## src/hdl/ses_pkg.sv

```systemverilog
// Shared types and constants of the sparse eligibility trace store.
package ses_pkg;

    typedef enum logic [2:0] {
        OP_SET    = 3'd0,
        OP_CLEAR  = 3'd1,
        OP_DECAY  = 3'd2,
        OP_UPDATE = 3'd3,
        OP_WRITE  = 3'd4,
        OP_READ   = 3'd5
    } t_op;

    localparam logic [1:0] CFG_LR  = 2'd0;
    localparam logic [1:0] CFG_TC  = 2'd1;
    localparam logic [1:0] CFG_MIN = 2'd2;

    localparam logic [15:0] TRACE_ONE     = 16'd32768;
    localparam logic [15:0] LR_RESET      = 16'd4096;
    localparam logic [10:0] TC_RESET      = 11'd416;
    localparam logic [15:0] MIN_RESET     = 16'd328;
    // 52429 / 2^19 approximates 1/10, exact for all 17-bit numerators
    localparam logic [15:0] TENTH_RECIP   = 16'd52429;
    localparam int          TENTH_SHIFT   = 19;
    localparam int          MAG_W         = 47;

    typedef enum logic [4:0] {
        ST_CLR,
        ST_IDLE,
        ST_MOD,
        ST_OPRD,
        ST_OPCHK,
        ST_CUT0,
        ST_CUT1,
        ST_CUT_CHK,
        ST_W_LIST,
        ST_W_ENT,
        ST_W_EVAL,
        ST_W_DEC,
        ST_W_NEXT,
        ST_DROP_A,
        ST_DROP_B,
        ST_DROP_C,
        ST_U_MUL,
        ST_U_ABS,
        ST_U_DIVW,
        ST_U_WALK,
        ST_U_ENT,
        ST_U_M1,
        ST_U_M2,
        ST_U_WR,
        ST_FIN_RD,
        ST_FIN_Q
    } t_state;

    typedef struct packed {
        logic busy;
        logic done;
    } t_div_stat;

endpackage

```

## src/hdl/ses_div.sv

```systemverilog
// Restoring divider, one quotient bit per cycle.
module ses_div
    import ses_pkg::*;
#(
    parameter int NW = 47,
    parameter int DW = 11
) (
    input  logic          i_clk,
    input  logic          i_rst_n,
    input  logic          i_go,
    input  logic [NW-1:0] i_num,
    input  logic [DW-1:0] i_den,
    output logic [NW-1:0] o_quo,
    output t_div_stat     o_stat
);
    localparam int KW = $clog2(NW + 1);

    logic [NW-1:0] r_num;
    logic [DW-1:0] r_rem;
    logic [DW-1:0] r_den;
    logic [KW-1:0] r_cnt;
    logic          r_busy;
    logic          r_done;
    logic [DW:0]   sh;
    logic          ge;
    logic [DW:0]   diff;

    assign sh   = {r_rem, r_num[NW-1]};
    assign ge   = sh >= {1'b0, r_den};
    assign diff = sh - {1'b0, r_den};

    always_ff @(posedge i_clk) begin
        if (!i_rst_n) begin
            r_busy <= 1'b0;
            r_done <= 1'b0;
            r_cnt  <= '0;
        end else begin
            r_done <= 1'b0;
            if (i_go) begin
                r_busy <= 1'b1;
                r_cnt  <= KW'(NW);
                r_num  <= i_num;
                r_den  <= i_den;
                r_rem  <= '0;
            end else if (r_busy) begin
                r_rem <= ge ? diff[DW-1:0] : sh[DW-1:0];
                r_num <= {r_num[NW-2:0], ge};
                r_cnt <= r_cnt - 1'b1;
                if (r_cnt == KW'(1)) begin
                    r_busy <= 1'b0;
                    r_done <= 1'b1;
                end
            end
        end
    end

    assign o_quo  = r_num;
    assign o_stat = '{busy: r_busy, done: r_done};
endmodule

```

## config.mk

```make
export PLATFORM = sky130hd
export DESIGN_NAME = ses_div
export DESIGN_NICKNAME = d
export VERILOG_FILES = /design/src/hdl/ses_pkg.sv /design/src/hdl/ses_div.sv
export SDC_FILE = /design/constraint.sdc
export NUM_CORES = 1
export LEC_CHECK = 0
export BUFFER_PORTS_ARGS = -buffer_cell sky130_fd_sc_hd__buf_4
export CAP_MARGIN = 20
export CORE_MARGIN = 2
export CORE_UTILIZATION = 30
export DETAILED_ROUTE_END_ITERATION = 8
export GPL_ROUTABILITY_DRIVEN = 0
export PLACE_DENSITY_LB_ADDON = 0.15
export SLEW_MARGIN = 20
export SYNTH_ARGS = -nofsm -noshare
export SYNTH_HDL_FRONTEND = slang
export SYNTH_SLANG_ARGS = --single-unit
```

## constraint.sdc

```tcl
create_clock -name i_clk -period 2.5 [get_ports i_clk]
set_input_delay 0.125 -clock i_clk [delete_from_list [all_inputs] [get_ports i_clk]]
set_output_delay 0.125 -clock i_clk [all_outputs]
set_load 0.01 [all_outputs]
```

==> summary.md <==
| Metric | Value |
|---|---|
| WL/cell | `around 15 um` |
| Final Max Tran Viols | `0` |
| Synth Flop Type | `edfxtp_1` |
| Total die area | `around 13000 sq um` |
| Hold path cells | `2` |
| Fin Setup TNS | `0 ns` |
| Clock transition at path regs | `approximately 0.050 ns` |
| # clock sinks | `slightly below 80` |
| Final Setup Violations | `0` |
| Most frequent cell after synthesis | `edfxtp_1` |
| Worst-Skew Late Latency | `about 0.34 ns` |
| Synthesis-stage register bit count | `77` |
| H-tree depth | `3` |
| Synth cell count leaders | `69 x edfxtp_1, 48 x mux2_2, 19 x inv_1, 15 x nor2_1, 13 x ha_1` |
| Post-synth EDFFs | `69` |
| Post-route minimum period | `around 2.4 ns` |
| Max Cap Viol | `0` |
| CTS root buf | `clkbuf_16` |
| Remaining DRCs | `0` |
| Post-synth design cell area | `about 3800 sq um` |
| Synth cell types | `42` |
| Yosys top cell area share | `0.5522` |
| Crit path DAT | `approximately 2.5 ns` |
| Crit end category | `flip-flop` |
| Area leader, netlist | `edfxtp_1` |
| Synthesized Nets | `between 300 and 400` |
| Largest net degree at the start of global routing | `44` |
| First-pass detailed-route iteration total | `4` |
| Final net count | `between 400 and 500` |
| HP Class | `in2reg` |
| Core Rows | `40` |
| Die H | `~120 um` |
| Fraction of layout cells with a size suffix above 1 | `0.4875` |
| Vias in the first global route | `around 2.8k` |
| Die width | `roughly 120 um` |
| Post-DP HPWL | `5847 um` |
| Fmax | `~0.42 GHz` |
| Core Region | `~12000 sq um` |
| Clock Skews | `0.005148 ns` |
| Syn avg cell area | `14.21 sq um` |
| Sequential-to-total area share from yosys stat | `0.5949` |
| Headroom to the max-slew limit | `0.6395` |
| Cts bufs inserted | `9` |
| Setup Crit Path Kind | `reg2reg` |
| Routed Wire Length | `around 8600 um` |
| Status | `completed` |
| Final period utilization | `0.9561` |
| N_diodes | `0` |
| Crit path required time | `2.59 ns` |
| Wire length of the first global-routing pass | `around 14000 um` |
| Synth top area cells | `edfxtp_1 55%, mux2_2 14%, ha_1 4.3%` |
| Port bufs | `around 110` |
| Critical path peak fanout | `12` |
| Starting Density | `0.3098` |
| P&R area growth vs syn | `39.95%` |
| Cells after Synth | `~260` |
| Final Hold Fails | `0` |
| Total track usage | `0.1347` |
| Area post-placement | `between 4000 and 5000 sq um` |
| Vias per cell | `around 4.4` |
| Slew at the pin closest to its max-slew limit | `0.5401 ns` |
| Worst R2R Path Depth | `7` |
| Final ANT Viol Nets | `0` |
| Initial DRC count | `94` |
| Yosys synthesis warning count | `0` |
| Finished layout cell area | `approximately 5300 sq um` |
| Maximum VDD drop | `between 0.4 and 0.5 mV` |
| Setup crit start kind | `flip-flop` |
| Clk buf depth | `2` |
| Initial antenna violation count | `0` |
| Gr ovfl total | `0` |
| CTS tree | `done` |
| IO Count | `110` |
| PD cells | `about 690 nW/um^2` |
| Fraction of registers with async set/reset | `0` |
| Total number of vias | `2511` |
| P_leak | `between 2 and 2.5 nW` |
worst max-delay path, cell delays in order (launching register included):
cell	delay (ns)
edfxtp_1	0.44
ha_1	0.34
o21a_1	0.19
nor2_1	0.31
a21oi_4	0.07
o21ai_4	0.41
nor2_1	0.13
a32o_1	0.25
logic make-up (layout without fill, tap and decap cells):
family,Yosys count,after routing,share of synthesized area
multiplexers,53,53,0.1574
XOR/XNOR,11,11,0.02568
adder cells (fa/ha/maj),14,14,0.04868
flip-flops,77,77,0.5949
AND/OR/NAND/NOR,41,41,0.05869
buffers and inverters,31,167,0.03501
AO/OA/AOI/OAI,37,37,0.07970
per-stage QoR:
| stage | setup slack, ns | util | std cells | total power, mW | hold slack (ns) |
|---|---|---|---|---|---|
| global route | -0.01109 | 0.4336 | 568 | 3.798 | 0.06031 |
| global placement | 0.03770 | 0.3967 | 540 | 2.323 | 0.3049 |
| CTS | 0.03003 | 0.4298 | 567 | 3.657 | 0.04696 |
| finish | 0.1097 | 0.4336 | 568 | 3.610 | 0.06916 |
| detailed placement | -0.004690 | 0.3967 | 540 | 2.330 | 0.3047 |
| floorplan | 0.06991 | - | 264 | 2.053 | 0.2239 |
final cells by class:
| class | count | area, sq um |
|---|---|---|
| Tap cell | 168 | 210.2 |
| Inverter | 19 | 71.32 |
| Fill cell | 1189 | 6860 |
| Clock inverter | 6 | 53.80 |
| Sequential cell | 77 | 2232 |
| Timing Repair Buffer | 132 | 1018 |
| Clock buffer | 10 | 229.0 |
| Multi-Input combinational cell | 156 | 1436 |
worst paths after layout:
kind,start,to,slack [ns]
worst min register to register,r_cnt[4]$_SDFFE_PP0P_,r_cnt[4]$_SDFFE_PP0P_,0.57
worst min-delay path,i_num[0],o_quo[0]$_DFFE_PP_,0.07
worst max register to register,r_rem[5]$_SDFFCE_PP0P_,r_rem[10]$_SDFFCE_PP0P_,0.11
worst max-delay path,r_rem[5]$_SDFFCE_PP0P_,r_rem[10]$_SDFFCE_PP0P_,0.11
registers in the layout, indices dropped and copies added, names as in the netlist:
register,flops
r_rem,11
o_quo,47
r_cnt,6
r_busy,1
r_done,1
r_den,11
where the power goes:
group	switching (mW)	total (mW)	internal [mW]	leakage (nW)
Combinational	0.351	0.756	0.405	1.27
Clock	0.506	1.27	0.761	0.135
Sequential	0.0558	1.59	1.53	0.725
cell usage in the layout (no fill, tap or decap), types with 2 or more instances in the layout:
cell | Yosys | routed
buf_4 | 2 | 121
edfxtp_1 | 69 | 69
mux2_2 | 48 | 48
inv_1 | 19 | 19
nor2_1 | 15 | 15
ha_1 | 13 | 11
dlygate4sd3_1 | 0 | 11
o21a_1 | 10 | 9
clkbuf_16 | 0 | 9
xnor2_1 | 8 | 8
dfxtp_1 | 8 | 8
nand2_1 | 6 | 6
a21oi_1 | 6 | 6
mux2i_1 | 5 | 5
a21o_1 | 4 | 3
nor3_1 | 3 | 3
xor2_1 | 3 | 3
nor2b_1 | 3 | 3
o21ai_0 | 4 | 3
clkinv_1 | 0 | 3
o211ai_1 | 2 | 2
nand4_1 | 2 | 2
o21ai_2 | 2 | 2
nor3b_1 | 2 | 2
ha_2 | 0 | 2
per-layer routing:
layer | GRT usage | routed length, um
met1 | 0.1542 | 3564
met2 | 0.2136 | 4093
met3 | 0.07741 | 839
met4 | 0.04286 | 106
met5 | 0 | 0
timing repair:
action	in CTS	in global routing
hold buffers	11	0
endpoints found under the setup margin	5	4
endpoints found under the hold margin	11	0
pin swaps	0	3
buffers inserted	0	1
resized for setup	1	9
(Power assumes the default switching activity.)
