<file path="config.mk">
export PLATFORM = sky130hd
export DESIGN_NAME = ses_ram
export DESIGN_NICKNAME = d
export VERILOG_FILES = /design/src/hdl/ses_ram.sv
export SDC_FILE = /design/constraint.sdc
export NUM_CORES = 1
export LEC_CHECK = 0
export BUFFER_PORTS_ARGS = -buffer_cell sky130_fd_sc_hd__buf_2
export CAP_MARGIN = 20
export CORE_ASPECT_RATIO = 1.75
export CORE_MARGIN = 2
export CORE_UTILIZATION = 51
export CTS_CLUSTER_DIAMETER = 40
export DETAILED_ROUTE_END_ITERATION = 7
export PLACE_DENSITY = 0.68
export SETUP_SLACK_MARGIN = 0.15
export SLEW_MARGIN = 40
export SYNTH_ARGS = -nofsm -noshare
export SYNTH_HDL_FRONTEND = slang
export SYNTH_SLANG_ARGS = --single-unit
</file>
<file path="constraint.sdc">
create_clock -name i_clk -period 2.4 [get_ports i_clk]
set_clock_uncertainty 0.05 [all_clocks]
set_input_delay 0.48 -clock i_clk [delete_from_list [all_inputs] [get_ports i_clk]]
set_output_delay 0.48 -clock i_clk [all_outputs]
set_load 0.05 [all_outputs]
</file>
<file path="src/hdl/ses_ram.sv">
// Simple dual-port synchronous RAM, one write and one registered read port.
module ses_ram #(
    parameter int W = 8,
    parameter int D = 16
) (
    input  logic                 i_clk,
    input  logic                 i_we,
    input  logic [$clog2(D)-1:0] i_waddr,
    input  logic [W-1:0]         i_wdata,
    input  logic                 i_re,
    input  logic [$clog2(D)-1:0] i_raddr,
    output logic [W-1:0]         o_rdata
);
    logic [W-1:0] r_mem [D];
    logic [W-1:0] r_q;

    always_ff @(posedge i_clk) begin
        if (i_we) begin
            r_mem[i_waddr] <= i_wdata;
        end
        if (i_re) begin
            r_q <= r_mem[i_raddr];
        end
    end

    assign o_rdata = r_q;
endmodule

</file>
==> metrics.md, run 1 <==
| Metric | Value |
|---|---|
| Total track usage | `0.1999` |
| N_diodes | `0` |
| Initial antenna violation count | `0` |
| Depth of the most critical reg-to-reg path | `3` |
| RR Startpoint | `r_mem[1][5]` |
| DR WL/cell | `23.06 um` |
| Max frequency | `approximately 0.60 GHz` |
| Root buf cell | `clkbuf_16` |
| Setup_tns | `0 ps` |
| Reg clk slew, reported paths | `~50 ps` |
| P per Cell Area | `908.6 nW/um^2` |
| Hold Path End | `o_rdata[5]` |
| Nets | `approximately 310` |
| Core footprint | `roughly 9900 sq um` |
| Max-slew headroom | `0.5197` |
| Sink Count | `136` |
| Post-CTS setup buffer count | `0` |
| RSZ-0062 raised after global routing | `no` |
| Slew @ Worst Pin | `a little over 700 ps` |
| Worst path buffer plus inverter count | `2` |
| Worst VDD drop | `712.1 uV` |
| Switching Share | `0.1890` |
| Die Wd | `80.53 um` |
| Area contributors post-synth | `edfxtp_1 78%, mux4_2 7.8%, mux4_1 7.0%` |
| HPWL Detailed | `around 6300 um` |
| CTS Buffer Depth | `2` |
| Layout cells sized above 1 | `0.3067` |
| Area growth, synth to finish | `19.39%` |
| Number of synthesized flops with an enable pin | `~140` |
| CP max FO | `32` |
| Synth Flop Type | `edfxtp_1` |
| Post-synth cell types | `18` |
| Worst hold stages | `1` |
| Hold Crit Class | `input port to register` |
| Synth top cells by count | `136 x edfxtp_1, 18 x mux4_2, 16 x a22oi_1` |
| Critical hold path startpoint | `i_re` |
| Die span in y | `between 100 and 150 um` |
| Most frequent cell after synthesis | `edfxtp_1` |
| Crit path largest cell delay | `610 ps` |
| Yosys top cell area share | `0.7812` |
| Worst setup EP type | `register` |
| FFs w/ async S/R, synth | `0` |
| WP data arrival | `between 1500 and 2000 ps` |
| Via count | `approximately 2400` |
| Max-slew violation count | `0` |
| Gpl congestion | `just over 0.7` |
| Starting density of the core | `0.5275` |
| Final ANT Viol Nets | `0` |
| Comb pwr share | `0.049` |
| Cells along the critical path | `buf_2 > buf_12 > mux4_1 > a22oi_1 > nand2_1` |
| Site Rows | `between 40 and 50` |
| Crit path kind | `input port to register` |
| Vias per cell | `5.652` |
| Worst skew pair latency | `approximately 400 ps` |
| Final Instance Count excl. Fillers | `425` |
| Final non-filler cell area | `about 6200 sq um` |
| Largest area contributor in the netlist | `edfxtp_1` |
| Fin crit share | `0.6968` |
| Vias in the first global route | `about 2600` |
| Cell count after synthesis | `approximately 230` |
| Initial DRC count | `~210` |
| CTS tree | `yes` |
| Final hold violation count | `0` |
| Switch Pwr | `1.072 mW` |
| Outcome | `finished clean` |
| Max cap viols | `0` |
| Critical path required time | `between 2000 and 3000 ps` |
| First-pass GRT wire length | `about 15000 um` |
| Post-CTS sizing | `0` |
| CTS Hold Bufs | `0` |
| Placed Cells | `between 300 and 400` |
| Reg-to-Reg End | `o_rdata[5]` |
| Startpoint types | `input port` |
| H-tree Lvls | `4` |
| Post-layout util | `0.6298` |
| Placement Setup Slack | `~280 ps` |
| Post-route worst setup slack | `~730 ps` |
| Clock share of power | `0.476` |
| I/O pin count | `27` |
| Leak pwr | `between 2 and 2.5 nW` |
| DRC viols | `0` |
| WL final | `just under 10000 um` |
| First-pass DRT Iterations | `5` |
| Port Buf Inserts | `26` |
| Cell area after synthesis | `about 5200 sq um` |
| Int Power | `4.599 mW` |
| Sequential power share | `0.475` |
| Syn. warnings | `0` |
| CP delay by family, top | `multiplexers` |
| CP max-delay cell | `mux4_1` |
| Reg2reg setup slack | `between 800 and 900 ps` |
| Grt ovf | `0` |
| Largest net degree at the start of global routing | `33` |
| Total CTS buffers | `17` |
| Mean area per synthesized cell | `between 20 and 25 sq um` |
| Synthesized Nets | `248` |
| Fin crit period | `1672 ps` |
| Die ar. | `between 10000 and 15000 sq um` |
| Final setup violation count | `0` |
| Placed cell area | `between 5000 and 6000 sq um` |
| Seq cells post-synth | `136` |
| Post-synthesis sequential area ratio | `0.7812` |
-- how the worst max path moves through the flow --
stage	slack (ps)	cells after the start	to	from
6_report	730	5	o_rdata[5]	i_raddr[0]
5_1_grt	680	5	o_rdata[2]	i_raddr[0]
4_1_cts	720	5	o_rdata[5]	i_raddr[0]
3_5_place_dp	280	5	o_rdata[5]	i_raddr[0]
3_3_place_gp	290	5	o_rdata[5]	i_raddr[0]
2_1_floorplan	380	2	r_mem[0][0]	i_waddr[2]
-- layout by cell type (no fill, tap or decap) --
cell	n
clkinv_1	6
mux4_1	14
nand2_1	9
buf_4	21
edfxtp_1	136
mux4_2	18
clkinv_2	2
and2b_1	1
clkbuf_16	17
buf_2	26
bufinv_16	5
clkbuf_1	2
and2_1	1
or3b_2	1
nand3b_1	2
buf_12	2
nor2b_1	1
nand3_1	1
nor2_1	13
nand2b_1	2
a22oi_1	16
nor3_1	4
-- logic make-up after synthesis --
kind of cell           count (synthesis)  synth area share
AO/OA/AOI/OAI                         16           0.02298
buffers and inverters                 10           0.01651
flip-flops                           136            0.7812
multiplexers                          32            0.1479
AND/OR/NAND/NOR                       35           0.03136
-- sequential cells by signal, summed over array words and instances, names as in the netlist --
register,count
r_mem,128
o_rdata,8
-- through the flow --
stage	hold WS (ps)	total power, mW
after floorplan	528.9	2.912
after global placement	677.9	3.015
final	401.3	5.671
after detailed placement	691.8	3.025
after CTS	388.2	5.709
after global routing	391.0	5.816
-- power groups by stage --
| stage | clock network (mW) | logic, mW | registers [mW] |
|---|---|---|---|
| finish | 2.70 | 0.279 | 2.69 |
| global route | 2.82 | 0.301 | 2.70 |
| CTS | 2.73 | 0.284 | 2.69 |
| detailed placement | 0 | 0.283 | 2.74 |
| global placement | 0 | 0.276 | 2.74 |
| floorplan | 0 | 0.135 | 2.78 |
-- layer usage --
metal  part of all wire  wire (um)  global-route usage  vias up
met1               0.39       3775              0.2285     1237
met3              0.036        355             0.04753       13
li1                   -          -                   -     1097
met5                  0          0                   0        -
met4              0.022        215             0.09887        0
met2               0.56       5453              0.3486       55
-- area by class of cell --
class,count,area [sq um]
timing repair buffer,49,327.8
multi-input combinational,83,1057
fill,670,3669
tap,125,156.4
sequential,136,4084
clock inverter,13,182.7
clock buffer,19,432.9
Note: power is estimated with default switching activity, not from simulation.
==> run 2: changes to the inputs <==
- clock period: 2.4 -> 1.7 ns (I/O delays scaled with it)
==> metrics.md, run 2 (synthesis gave the netlist of run 1 again) <==
| Metric | Value |
|---|---|
| Initial antenna violation count | `0` |
| Max-slew violation count | `0` |
| GRT busiest layer | `met2` |
| H-tree Lvls | `4` |
| Worst VDD drop | `roughly 850 uV` |
| Max cap viols | `0` |
| CTS tree | `yes` |
| Fin crit share | `0.8881` |
| Final non-filler cell area | `6105 sq um` |
| I/O pin count | `27` |
| Post-route worst setup slack | `approximately 190 ps` |
| Final ANT Viol Nets | `0` |
| Depth of the most critical reg-to-reg path | `3` |
| Total CTS buffers | `17` |
| Post-CTS sizing | `0` |
| Post-CTS setup buffer count | `0` |
| Vias per cell | `roughly 5.8` |
| Startpoint types | `register` |
| Die Wd | `slightly above 80 um` |
| Site Rows | `48` |
| Vias in the first global route | `~2600` |
| First-pass DRT Iterations | `6` |
| Placed Cells | `around 400` |
| Total track usage | `0.1982` |
| Critical path required time | `1800 ps` |
| Outcome | `finished clean` |
| Via count | `between 2000 and 2500` |
| Leak pwr | `just over 2 nW` |
| Total power | `7.202 mW` |
| RSZ-0062 raised after global routing | `no` |
| Worst Hold Slack | `between 200 and 300 ps` |
| Final Instance Count excl. Fillers | `between 400 and 500` |
| DRC viols | `0` |
| Area growth, synth to finish | `16.78%` |
| Crit path kind | `register to register` |
| Placement Setup Slack | `-168.8 ps` |
| CP max FO | `1` |
| Root buf cell | `clkbuf_16` |
| Worst setup EP type | `register` |
| Commonest non-fill, non-tap cell in the layout | `edfxtp_1` |
| CTS Buffer Depth | `2` |
| RR Startpoint | `r_mem[10][1]` |
| Critical Path Start | `r_mem[10][1]` |
| DR WL/cell | `22.80 um` |
| Max frequency | `approximately 0.66 GHz` |
| Final setup violation count | `0` |
| WL final | `around 9700 um` |
| Final hold violation count | `0` |
| Largest register by flop count | `r_mem` |
| Sink Count | `136` |
| Core footprint | `between 9000 and 10000 sq um` |
| Reg clk slew, reported paths | `roughly 50 ps` |
| N_diodes | `0` |
| CTS Hold Bufs | `0` |
| Grt ovf | `0` |
| Nets | `~310` |
| Gpl congestion | `about 0.78` |
| First-pass GRT wire length | `between 10000 and 15000 um` |
| Fin crit period | `between 1500 and 2000 ps` |
| Placed cell area | `~5600 sq um` |
| Largest net degree at the start of global routing | `17` |
| GR Layer Usage met1 | `0.2344` |
| Die span in y | `about 140 um` |
| Worst hold stages | `1` |
| M2 GR Usage | `0.3338` |
| Initial DRC count | `155` |
| P per Cell Area | `approximately 1200 nW/um^2` |
| Max reg flops | `around 130` |
| Reg2reg setup slack | `between 150 and 200 ps` |
| Layout cells sized above 1 | `0.3467` |
| Most frequent cells in the layout | `136 x edfxtp_1, 31 x mux4_2, 26 x buf_2` |
| Die ar. | `roughly 11000 sq um` |
| Port Buf Inserts | `26` |
| Worst skew pair latency | `a little over 400 ps` |
| Starting density of the core | `0.5275` |
| Slew @ Worst Pin | `around 700 ps` |
| Max-slew headroom | `0.5308` |
| End point of the critical path | `o_rdata[1]` |
| HPWL Detailed | `6571 um` |
| Reg-to-Reg End | `o_rdata[1]` |
| M3 GR Usage | `0.05143` |
| WP data arrival | `around 1600 ps` |
| Hold Crit Class | `input port to register` |
## run 2: worst min-delay path by stage
stage	startpoint	end	slack (ps)
after floorplan	i_wdata[0]	r_mem[0][0]	390
after global placement	i_wdata[7]	r_mem[2][7]	680
after detailed placement	i_re	o_rdata[0]	680
after CTS	i_re	o_rdata[0]	250
after global routing	i_re	o_rdata[1]	250
final	i_re	o_rdata[7]	270
## run 2: stage by stage
step	setup TNS (ps)	utilization
final	0	0.6160
after global routing	0	0.6160
after CTS	0	0.6160
after detailed placement	-1980	0.5676
after global placement	-1729	0.5676
after floorplan	0	-
## run 2: report_power, final
| group | total [mW] | leakage (nW) | internal [mW] | switching [mW] |
|---|---|---|---|---|
| Sequential | 3.81 | 1.24 | 3.78 | 0.0227 |
| Clock | 2.99 | 0.234 | 1.81 | 1.17 |
| Combinational | 0.410 | 0.569 | 0.161 | 0.249 |
## run 2: cell type report
class / instances / area (sq um)
clock buffers: 23 / 447.9
repair buffers: 50 / 360.3
fillers: 729 / 3805
flip-flops and latches: 136 / 4084
well taps: 125 / 156.4
multi-input cells: 83 / 1023
clock inverters: 8 / 32.53
## run 2: worst max-delay path, cell delays in order, from the launching register on
cell and delay, ps:
edfxtp_1 370, mux4_2 470, a22oi_1 280, nand2_1 80
## run 2: per-layer routing
| metal | wire (um) | up-vias |
|---|---|---|
| li1 | - | 1086 |
| met1 | 3599 | 1276 |
| met2 | 5306 | 103 |
| met3 | 528 | 20 |
| met4 | 255 | 0 |
| met5 | 0 | - |
==> run 3: changes to the inputs <==
- PLACE_DENSITY: 0.68 -> 0.8
==> metrics.md, run 3 (synthesis gave the netlist of run 1 again) <==
| Metric | Value |
|---|---|
| Port Buf Inserts | `26` |
| Commonest non-fill, non-tap cell in the layout | `edfxtp_1` |
| Total track usage | `0.2104` |
| I/O pin count | `27` |
| Layout cells sized above 1 | `0.3953` |
| Worst skew pair latency | `420 ps` |
| N_diodes | `0` |
| CP delay by family, top | `multiplexers` |
| Largest net degree at the start of global routing | `33` |
| Die Wd | `between 80 and 90 um` |
| Setup_tns | `0 ps` |
| Post-layout util | `0.6423` |
| Int Power | `~7.1 mW` |
| Initial antenna violation count | `0` |
| Leak pwr | `~2.2 nW` |
| Fin crit period | `approximately 1500 ps` |
| Max frequency | `about 0.67 GHz` |
| Max reg flops | `128` |
| Cells along the critical path | `buf_2 > buf_12 > mux4_2 > a22oi_1 > nand2_1` |
| Worst setup EP type | `register` |
| Max-slew headroom | `0.5115` |
| Area growth, synth to finish | `21.76%` |
| Die ar. | `about 11000 sq um` |
| Switching Share | `0.1846` |
| Clock share of power | `0.517` |
| Placement Setup Slack | `-208.5 ps` |
| Most frequent cells in the layout | `136 x edfxtp_1, 32 x mux4_2, 26 x buf_2` |
| CTS tree | `yes` |
| RSZ-0062 raised after global routing | `yes` |
| Initial DRC count | `approximately 190` |
| Post-route worst setup slack | `208.1 ps` |
| Hold Crit Class | `input port to register` |
| CTS Buffer Depth | `2` |
| CP max FO | `16` |
| Critical path required time | `1810 ps` |
| DR WL/cell | `23.86 um` |
| Vias in the first global route | `approximately 2700` |
| Sink Count | `about 140` |
| Via count | `2506` |
| WP data arrival | `around 1600 ps` |
| DRC viols | `0` |
| Site Rows | `48` |
| Startpoint types | `input port` |
| Crit path kind | `input port to register` |
| Crit path largest cell delay | `approximately 530 ps` |
| Gpl congestion | `slightly below 0.8` |
| Starting density of the core | `0.5275` |
| CTS Hold Bufs | `0` |
| Total CTS buffers | `17` |
| HPWL Detailed | `between 6000 and 7000 um` |
| Switch Pwr | `1.614 mW` |
| H-tree Lvls | `4` |
| Worst VDD drop | `a little under 1000 uV` |
| CP max-delay cell | `mux4_2` |
| Final setup violation count | `0` |
| Final ANT Viol Nets | `0` |
| Worst Hold Slack | `around 250 ps` |
| P per Cell Area | `about 1400 nW/um^2` |
| Core footprint | `a little under 10000 sq um` |
| First-pass DRT Iterations | `4` |
| Sequential power share | `0.435` |
| Fin crit share | `0.8776` |
| Slew @ Worst Pin | `730.0 ps` |
| Root buf cell | `clkbuf_16` |
| Die span in y | `between 100 and 150 um` |
| Worst path buffer plus inverter count | `2` |
| Max cap viols | `0` |
| Final hold violation count | `0` |
| Grt ovf | `0` |
| Outcome | `finished clean` |
| WL final | `a little over 10000 um` |
| Comb pwr share | `0.048` |
| Largest register by flop count | `r_mem` |
| Max-slew violation count | `0` |
| Vias per cell | `between 5 and 6` |
| First-pass GRT wire length | `15960 um` |
| Reg clk slew, reported paths | `roughly 50 ps` |
| Nets | `307` |
==> run 3: cell count changes in the layout (fill, tap and decap cells not counted) <==
cell        delta
clkinv_1       -5
bufinv_16      +9
mux4_2         +1
a22oi_1        -3
mux4_1         -1
clkinv_4       +1
a22oi_2        +3
clkinvlp_4     +1
clkbuf_1       -5
==> run 3: worst reg2reg max path, delay by kind of cell (launching register included) <==
family           cells  cell delay (ps)
multiplexers         1              500
AO/OA/AOI/OAI        1              220
flip-flops           1              360
AND/OR/NAND/NOR      1               90
==> run 3: worst paths after layout <==
path,start,endpoint,slack [ps],depth (start not counted)
worst max-delay path,i_raddr[0],o_rdata[2],210,5
worst min-delay path,i_re,o_rdata[2],250,1
worst max register to register,r_mem[3][0],o_rdata[0],220,3
worst min register to register,r_mem[11][6],o_rdata[6],710,3
==> run 3: power by group through the flow <==
stage	combinational, mW	clock, mW	sequential, mW
floorplan	0.208	0	3.92
detailed placement	0.419	0	3.87
CTS	0.423	4.57	3.80
global placement	0.403	0	3.86
global route	0.457	4.71	3.80
finish	0.421	4.52	3.80
==> run 3: repair_timing <==
action | in CTS | in global routing
endpoints found under the setup margin | 0 | 3
setup buffers | 0 | 0
gates resized for setup | 0 | 4
==> run 3: area by class of cell <==
| class | instances | area, sq um |
|---|---|---|
| clock buffers | 18 | 429.2 |
| clock inverters | 14 | 300.3 |
| fillers | 643 | 3545 |
| multi-input cells | 83 | 1035 |
| flip-flops and latches | 136 | 4084 |
| well taps | 125 | 156.4 |
| repair buffers | 50 | 360.3 |
==> run 3: through the flow <==
step / power [mW] / instance area, sq um / instances
floorplan: 4.129 / 5228 / 229
global placement: 4.266 / 5624 / 394
detailed placement: 4.287 / 5624 / 394
CTS: 8.797 / 6354 / 426
global route: 8.976 / 6365 / 426
finish: 8.741 / 6365 / 426
==> run 3: layer usage <==
metal  vias up  wire length (um)  GRT usage
met5         -                 0          0
met4         0               242    0.08475
met3        17               489    0.05859
met2        99              5757     0.3708
met1      1304              3674     0.2398
li1       1086                 -          -
